==> src/design/polu_pkg.sv <==
// shared types and constants of the positional ordered list unit
package polu_pkg;

   localparam int ACTION_W        = 3;
   localparam int POSITION_W      = 7;
   localparam int DATA_W          = 32;
   localparam int COUNT_W         = 7;
   localparam int REQ_TDATA_W     = 40;
   localparam int RSP_TDATA_W     = 40;
   localparam int CAPACITY_DEF    = 64;
   localparam int VALUE_WIDTH_DEF = 32;

   typedef enum logic [ACTION_W-1:0] {
      ACT_INSERT      = 3'd0,
      ACT_REMOVE_AT   = 3'd1,
      ACT_REMOVE_HEAD = 3'd2,
      ACT_CLEAR       = 3'd3,
      ACT_READ        = 3'd4
   } action_type;

   typedef struct packed {
      logic load_new;
      logic take_left;
      logic take_right;
   } cell_ctrl_type;

endpackage

==> src/design/polu_cell.sv <==
// one list cell: holds an entry, loads a new value or takes a neighbor's entry
module polu_cell #(
   parameter int VALUE_WIDTH = polu_pkg::VALUE_WIDTH_DEF
) (
   input  logic                       clock,
   input  polu_pkg::cell_ctrl_type    ctrl,
   input  logic [VALUE_WIDTH-1:0]     new_value,
   input  logic [VALUE_WIDTH-1:0]     left_value,
   input  logic [VALUE_WIDTH-1:0]     right_value,
   output logic [VALUE_WIDTH-1:0]     value
);

   logic [VALUE_WIDTH-1:0] value_ff;
   logic [VALUE_WIDTH-1:0] value_in;

   always_comb begin
      value_in = value_ff;
      if (ctrl.load_new) begin
         value_in = new_value;
      end else if (ctrl.take_left) begin
         value_in = left_value;
      end else if (ctrl.take_right) begin
         value_in = right_value;
      end
   end

   always_ff @(posedge clock) begin
      value_ff <= value_in;
   end

   assign value = value_ff;

endmodule
==> config.mk <==
export PLATFORM = sky130hd
export DESIGN_NAME = polu_cell
export DESIGN_NICKNAME = d
export VERILOG_FILES = /design/src/design/polu_pkg.sv /design/src/design/polu_cell.sv
export SDC_FILE = /design/constraint.sdc
export NUM_CORES = 1
export LEC_CHECK = 0
export ABC_AREA = 1
export ABC_CLOCK_PERIOD_IN_PS = 2100
export BUFFER_PORTS_ARGS = -buffer_cell sky130_fd_sc_hd__buf_2
export CORE_ASPECT_RATIO = 1.5
export CORE_UTILIZATION = 30
export DETAILED_ROUTE_END_ITERATION = 10
export SLEW_MARGIN = 5
export SYNTH_ARGS = -nofsm -noshare
export SYNTH_HDL_FRONTEND = slang
export SYNTH_SLANG_ARGS = --single-unit
==> constraint.sdc <==
create_clock -name clock -period 2.1 [get_ports clock]
set_input_delay 0.105 -clock clock [delete_from_list [all_inputs] [get_ports clock]]
set_output_delay 0.105 -clock clock [all_outputs]
set_load 0.02 [all_outputs]
### After elaboration in Yosys (flattened, before gate mapping)

Index checks and enable logic that the tools add are counted.

* reductions and logical operators: 1
* multiplexer cells: 3

Operator list (number)
* $mux W32: 3
* $reduce_bool A3 Y1: 1

* output and inout port bits: 32
* word-level logic and storage cells: 5
* input port bits: 100
* register bits: 32

### Depth between registers and ports, before layout

Gate-level depths: netlist (run 1).

* word-level depth: 3
* depth in mapped cells: 6
* depth with buffers taken out: 4

### Least setup slack after synthesis (run 1)

Ideal clock, no wire load.

* path type: input port to flip-flop
* start point: input port ctrl[2] (netlist bit)
* end point: register value_ff[0] (netlist: value[0]) (enable)
* slack: 592 ps
* stages: 4
* library setup time: 390 ps
* arrival: 1118 ps
* cell sequence: buf_4 inv_4 buf_4 nand2_1

* cells in the longest elaborated chain, start to end: 1

Ends and longest elaborated chain
* start: declaration: RTL line polu_cell.sv:6 `input polu_pkg::cell_ctrl_type ctrl,`
* $reduce_bool A3 Y1 (no source line)
* end signal: assignment: RTL line polu_cell.sv:28 `value_ff <= value_in;`
* end: declaration: RTL line polu_cell.sv:13 `logic [VALUE_WIDTH-1:0] value_ff;`

Every way passes these cells.
A chain may end at the register's enable or synchronous reset.

### Worst setup path in the final report (run 1)

* start point: input port ctrl[1] (netlist bit)
* end point: register value_ff[21] (netlist: value[21]), data pin

* cells in the longest elaborated chain, start to end: 2

Ends and longest elaborated chain
* $mux W32: RTL line polu_cell.sv:20 `end else if (ctrl.take_left) begin`
* $mux W32: RTL line polu_cell.sv:18 `if (ctrl.load_new) begin`
* net value_in[21]: RTL line polu_cell.sv:14 `logic [VALUE_WIDTH-1:0] value_in;`

The timed path passes the listed nets, and every way through them passes these cells.

==> impl_metrics.ini, run 1 <==
[clocking]
path_clk_slew_ns = 0.07
cts_setup_buffers = 0
cts_sinks = 32
clock_path_buffers = 2
cts_inserted_buffers = 5
cts_resized = 0
cts_tree = built
h-tree-depth = 2
postCtsHoldBufs = 0
cts-root-buf = clkbuf_8

[min_path]
hold_path_class = in -> reg
worstHoldStart = new_value[5]

[flow_run]
drv_cap = 0

[pwr]
power_leakage_nw = 1.67
p_per_area_nw_per_um2 = 618
peakVddDrop_mv = 0.244
total_power_w = 0.00168

[setup_path]
cp_slowest_stage_delay_ns = 0.27
cp.arrival_ns = 1.07
worst_path_most_repeated_cell = nand2_1
worst-path-max-fanout = 32
cp-endpoint = value[21]
critical_path.startpoint = ctrl[1]
startpoint_type = input pin
cp_num_cells = 6
cp.required_ns = 2.13
cpMaxStageDelayCell = inv_4
cp-end-kind = flop
crit_buf_inv = 3
worstSetupPathType = in -> reg
cp_top_family = buffers and inverters
crit_path_cell_trace = buf_2 > buf_4 > inv_4 > nand2_1 > nand3_1 > nand2_1

[floorplanning]
num_rows = 35
die_w_um = 68.2
die_area_um2 = 6920
core-area_um2 = 6260
die_h_um = 101
start_util = 0.315
ios = 132

[timing]
fin_crit_ns = 1.03
relSlewSlack = 0.717
hold_viol = 0
setup_ws_ns = 1.07
period_share = 0.491
tightest_slew_ns = 0.425
finalSetupViolCount = 0
rsz0062_at_grt = no
finalSetupTns_ns = 0
clock.fmax_mhz = 970
drv_slew = 0

[route]
final_antenna_net_count = 0
dr.pass1.iters = 4
drtIter0Drc = 87
wire_per_inst_um = 11.1
num_vias = 2024
drcViolationCount = 0
via_per_inst = 4.25
finalWirelength_um = 5280

[placed_design]
globalplace.congestion = 0.790
placed_area_um2 = 2630
io_buffers = 131
pre_cts_slack_ns = 0.749
hpwl_um = 3930

[finish]
fillerInstances = 670
area_growth_pct = 37.4
diodes = 0
regArea_um2 = 961
largest_reg_flops = 32
finalNetCount = 501
design_area_um2 = 2710
multi_input_area_um2 = 648
drive_gt1_frac = 0.351

[synthesis]
synthFlopType = edfxtp_1
synth_largest_area_cell = edfxtp_1
syn_inst = 274
ys_top_cells_by_count = 129 x nand2_1, 64 x inv_1, 32 x edfxtp_1, 32 x nand3_1, 7 x buf_4
syn_area_um2 = 1970
async_flop_share = 0
syn-num-nets = 374
synth_top_area_frac = 0.487
synth_edf_count = 32
ys_warn_count = 0
yosysMostFrequentCell = nand2_1
yosys_register_bits = 32
ys_seq_area_frac = 0.487
synth.distinct_cells = 9
synth.avg_cell_area_um2 = 7.21
synthTopCellsByArea = edfxtp_1 49%, nand2_1 25%, inv_1 12%, nand3_1 8.1%, buf_4 2.7%

[grt]
grt_usage = 0.161
grt_pass1_vias = 1980
grt_pass1_wl_um = 8170
antenna_found_initial = 0
overflow = 0
grt_start_max_net_pins = 34

[status]
status = completed
-- worst min-delay path by stage --
stage,end,slack [ns],cells past startpoint
6_report,value[5],0.1,3
5_1_grt,value[16],0.1,3
4_1_cts,value[5],0.08,3
3_5_place_dp,value[30],0.38,3
3_3_place_gp,value[23],0.38,3
2_1_floorplan,value[29],0.29,2
-- cell type report --
class                           instances  area share
Timing Repair Buffer                  134       0.250
Multi-Input combinational cell        162       0.239
Clock inverter                          1     0.00138
Sequential cell                        32       0.354
Inverter                               66      0.0932
Tap cell                               74      0.0341
Clock buffer                            7      0.0281
-- placed cells by master, fill, tap and decap left out --
cell type / synthesis / final
inv_4: 2 / 2
clkinv_1: 0 / 1
inv_1: 64 / 64
buf_2: 3 / 131
nor2_1: 1 / 1
nand2_1: 129 / 129
edfxtp_1: 32 / 32
clkbuf_1: 0 / 2
clkbuf_8: 0 / 5
nand3_1: 32 / 32
buf_4: 7 / 3
-- through the flow --
stage                     hold slack [ns]  std cells   util
after floorplan                     0.287        274      -
after global placement              0.379        468  0.420
after detailed placement            0.381        468  0.420
after CTS                          0.0843        476  0.433
after global routing               0.0954        476  0.433
final                              0.0959        476  0.433
-- power breakdown --
part | switching, W | leakage [nW] | total (W) | internal [W]
registers | 0.0000180 | 0.336 | 0.000806 | 0.000788
clock network | 0.000218 | 0.0399 | 0.000448 | 0.000231
logic | 0.000256 | 1.30 | 0.000422 | 0.000166
-- metal layers --
metal | part of all wire | vias to the layer above | global-route usage
met4 | 0.030 | 0 | 0.0801
met3 | 0.083 | 13 | 0.0462
met5 | 0 | - | 0
li1 | - | 1061 | -
met1 | 0.35 | 859 | 0.147
met2 | 0.53 | 91 | 0.307
-- cells by family (layout without fill, tap and decap cells) --
| family | after synthesis | after routing | share of synthesized area |
|---|---|---|---|
| simple gates | 162 | 162 | 0.328 |
| flops | 32 | 32 | 0.487 |
| buf+inv | 80 | 208 | 0.185 |
Note: power is estimated with default switching activity, not from simulation.
==> inputs of run 2 (changes only) <==
Settings changed: ABC_AREA 1 to 0, ABC_CLOCK_PERIOD_IN_PS 2100 to 1000.
Clock period 2.1 ns to 1 ns, I/O delays scaled along.
==> impl_metrics.ini, run 2 <==
[status]
status = completed

[synthesis]
async_flop_share = 0
synth_largest_area_cell = edfxtp_1
synth_top_area_frac = 0.574
ys_top_cells_by_count = 32 x edfxtp_1, 32 x mux2i_1, 32 x nand2_1, 30 x o21ai_1, 6 x buf_2
synth.distinct_cells = 10
ys_seq_area_frac = 0.574
synthFlopType = edfxtp_1
ys_warn_count = 0
synth.avg_cell_area_um2 = 11.9
synthTopCellsByArea = edfxtp_1 57%, mux2i_1 19%, o21ai_1 9.0%, nand2_1 7.2%, buf_12 3.6%
yosys_register_bits = 32
syn_area_um2 = 1670
syn_inst = 140
syn-num-nets = 240
synth_edf_count = 32

[floorplanning]
core-area_um2 = 5250
start_util = 0.319
ios = 132
die_h_um = 93.5
die_w_um = 63.0
num_rows = 32
die_area_um2 = 5880

[route]
finalWirelength_um = 4280
dr.pass1.iters = 3
num_vias = 1508
wl_met3_um = 354
drtIter0Drc = 25
final_antenna_net_count = 0
wl_met2_um = 2270
via_per_inst = 4.44
drcViolationCount = 0
wire_per_inst_um = 12.6
wl_met1_um = 1550
topRoutingLayerUsed = met4

[setup_path]
worstSetupPathType = reg -> out
cp_slowest_stage_delay_ns = 0.39
cp.required_ns = 0.95
crit_buf_inv = 1
cpMaxStageDelayCell = edfxtp_1
cp_top_family = flip-flops
cp.arrival_ns = 0.84
crit_path_cell_trace = buf_2
startpoint_type = flop
worst-path-max-fanout = 1
cp-end-kind = output port

[timing]
fin_crit_ns = 0.886
tightest_slew_ns = 0.420
clock.fmax_mhz = 1130
rsz0062_at_grt = no
drv_slew = 0
relSlewSlack = 0.720
finalSetupViolCount = 0
period_share = 0.886
finalSetupTns_ns = 0
hold_viol = 0

[pwr]
p_per_area_nw_per_um2 = 1400
power_leakage_nw = 1.23
peakVddDrop_mv = 0.761

[grt]
grt_start_max_net_pins = 33
overflow = 0
antenna_found_initial = 0
grt_pass1_vias = 1355
grt_usage = 0.143
grt_pass1_wl_um = 6230

[clocking]
cts_tree = built
h-tree-depth = 2
postCtsHoldBufs = 0
cts_resized = 0
cts-root-buf = clkbuf_8
cts_setup_buffers = 0
cts_sinks = 32
path_clk_slew_ns = 0.06
clock_path_buffers = 2
cts_inserted_buffers = 5

[finish]
drive_gt1_frac = 0.526
final_cell_mix = 131 x buf_2, 32 x mux2i_1, 32 x nand2_1, 32 x edfxtp_1, 30 x o21ai_1
diodes = 0
finish.utilization = 0.463
layout_commonest_cell = buf_2
area_growth_pct = 45.2
finalNetCount = 372
largest_reg_flops = 32

[placed_design]
globalplace.congestion = 0.822
io_buffers = 131
hpwl_um = 3430

[flow_run]
drv_cap = 0

[min_path]
hold_path_class = in -> reg
run 2: cell count changes after synthesis, sizes merged, moves of 4 or more:
cell / before / now
o21ai: 0 / 32
nand3: 32 / 0
buf: 14 / 10
nand2: 129 / 32
mux2i: 0 / 32
inv: 66 / 0
run 2: logic make-up after synthesis:
group,after synthesis,synth area share
flops,32,0.574
buf+inv,11,0.0628
mux,32,0.191
simple gates,33,0.0755
compound gates,32,0.0957
run 2: power breakdown:
group          leakage [nW]  switching, W  internal, W
registers             0.338     0.0000367      0.00165
clock network        0.0410      0.000417     0.000472
logic                 0.850      0.000461     0.000351
total                  1.23      0.000915      0.00248
run 2: cell type report:
| cell class | count | area, um2 |
|---|---|---|
| Fill cell | 530 | 2820 |
| Sequential cell | 32 | 961 |
| Timing Repair Buffer | 136 | 693 |
| Multi-Input combinational cell | 97 | 612 |
| Tap cell | 68 | 85.1 |
| Clock buffer | 6 | 72.6 |
| Clock inverter | 1 | 5.00 |
run 2: per-layer routing:
layer,up-vias,track usage
li1,771,-
met1,652,0.146
met2,76,0.254
met3,9,0.0549
met4,0,0.0659
met5,-,0
run 2: path summary, 6_finish.rpt:
path,startpoint,to,slack (ns),cells past startpoint
min,new_value[31],value[31],0.06,3
max,value[2],value[2],0.11,1
run 2: per-stage QoR:
stage	instances	hold WS, ns	power (W)	area [um2]	setup WS [ns]
6_report	340	0.0563	0.00339	2430	0.114
5_1_grt	340	0.0586	0.00357	2430	0.0905
4_1_cts	340	0.0511	0.00345	2430	0.104
3_5_place_dp	333	0.342	0.00254	2350	-0.0641
3_3_place_gp	333	0.338	0.00254	2350	-0.0646
2_1_floorplan	140	0.241	0.00219	1680	0.0274
==> inputs of run 3 (changes only) <==
Settings changed: RECOVER_POWER set to 25.
==> impl_metrics.ini, run 3 (same netlist as run 2, synthesis figures left out) <==
[status]
status = completed

[route]
drtIter0Drc = 30
via_per_inst = 4.45
wire_per_inst_um = 12.6
finalWirelength_um = 4270
final_antenna_net_count = 0
dr.pass1.iters = 4
num_vias = 1512
drcViolationCount = 0

[flow_run]
drv_cap = 0

[grt]
overflow = 0
antenna_found_initial = 0
grt_usage = 0.143
grt_start_max_net_pins = 33
grt_pass1_wl_um = 6230
grt_pass1_vias = 1355

[pwr]
p_per_area_nw_per_um2 = 1390
peakVddDrop_mv = 0.761
power_leakage_nw = 1.23

[setup_path]
startpoint_type = flop
cp_slowest_stage_delay_ns = 0.39
crit_buf_inv = 1
cp.arrival_ns = 0.84
worstSetupPathType = reg -> out
cp.required_ns = 0.95
cp_top_family = flip-flops
crit_path_cell_trace = buf_2
worst-path-max-fanout = 1
cpMaxStageDelayCell = edfxtp_1
cp-end-kind = output port

[placed_design]
hpwl_um = 3430
io_buffers = 131
globalplace.congestion = 0.822
pre_cts_slack_ns = -0.0641
placed_area_um2 = 2350
dp.cells = 333

[timing]
setup_ws_ns = 0.115
tightest_slew_ns = 0.420
whs_ns = 0.0568
clock.fmax_mhz = 1130
hold_viol = 0
drv_slew = 0
period_share = 0.885
finalSetupViolCount = 0
fin_crit_ns = 0.885
relSlewSlack = 0.720
rsz0062_at_grt = no

[floorplanning]
ios = 132
num_rows = 32
die_h_um = 93.5
die_area_um2 = 5880
start_util = 0.319
die_w_um = 63.0
core-area_um2 = 5250

[clocking]
cts_setup_buffers = 0
cts_inserted_buffers = 5
cts_sinks = 32
h-tree-depth = 2
cts_tree = built
clock_path_buffers = 2
postCtsHoldBufs = 0
path_clk_slew_ns = 0.06
cts_resized = 0
cts-root-buf = clkbuf_8

[finish]
layout_commonest_cell = buf_2
diodes = 0
largest_reg_flops = 32
finish.utilization = 0.462
design_area_um2 = 2420
final_cell_mix = 130 x buf_2, 32 x mux2i_1, 32 x nand2_1, 32 x edfxtp_1, 20 x o21ai_0
drive_gt1_frac = 0.522
finalNetCount = 372
area_growth_pct = 45.0
stdcell_count = 340

[min_path]
hold_path_class = in -> reg
[run 3: worst paths after layout]
check,start,end,slack [ns],cells after the start
min,new_value[8],value[8],0.06,3
max,value[2],value[2],0.11,1
[run 3: per-stage QoR]
step	power, W	setup TNS, ns
after floorplan	0.00219	0
after global placement	0.00254	-2.06
after detailed placement	0.00254	-2.16
after CTS	0.00345	0
after global routing	0.00356	0
final	0.00338	0
[run 3: power by group]
part	internal (W)	switching, W	total, W
Sequential	0.00165	0.0000364	0.00169
Clock	0.000472	0.000416	0.000887
Combinational	0.000344	0.000456	0.000799
Total	0.00247	0.000908	0.00338
[run 3: routing by layer]
| metal | global-route usage | routed length, um | vias up |
|---|---|---|---|
| met2 | 0.254 | 2270 | 78 |
| li1 | - | - | 771 |
| met1 | 0.146 | 1530 | 654 |
| met4 | 0.0659 | 103 | 0 |
| met5 | 0 | 0 | - |
| met3 | 0.0549 | 362 | 9 |
[run 3: cell type report]
| cell class | count | area [um2] |
|---|---|---|
| Fill cell | 532 | 2820 |
| Tap cell | 68 | 85.1 |
| Clock buffer | 6 | 72.6 |
| Sequential cell | 32 | 961 |
| Multi-Input combinational cell | 97 | 612 |
| Timing Repair Buffer | 136 | 689 |
| Clock inverter | 1 | 5.00 |
[run 3: worst min-delay path, stage by stage]
cell	delay [ns]
buf_2	0.07
nand2_1	0.04
o21ai_0	0.05
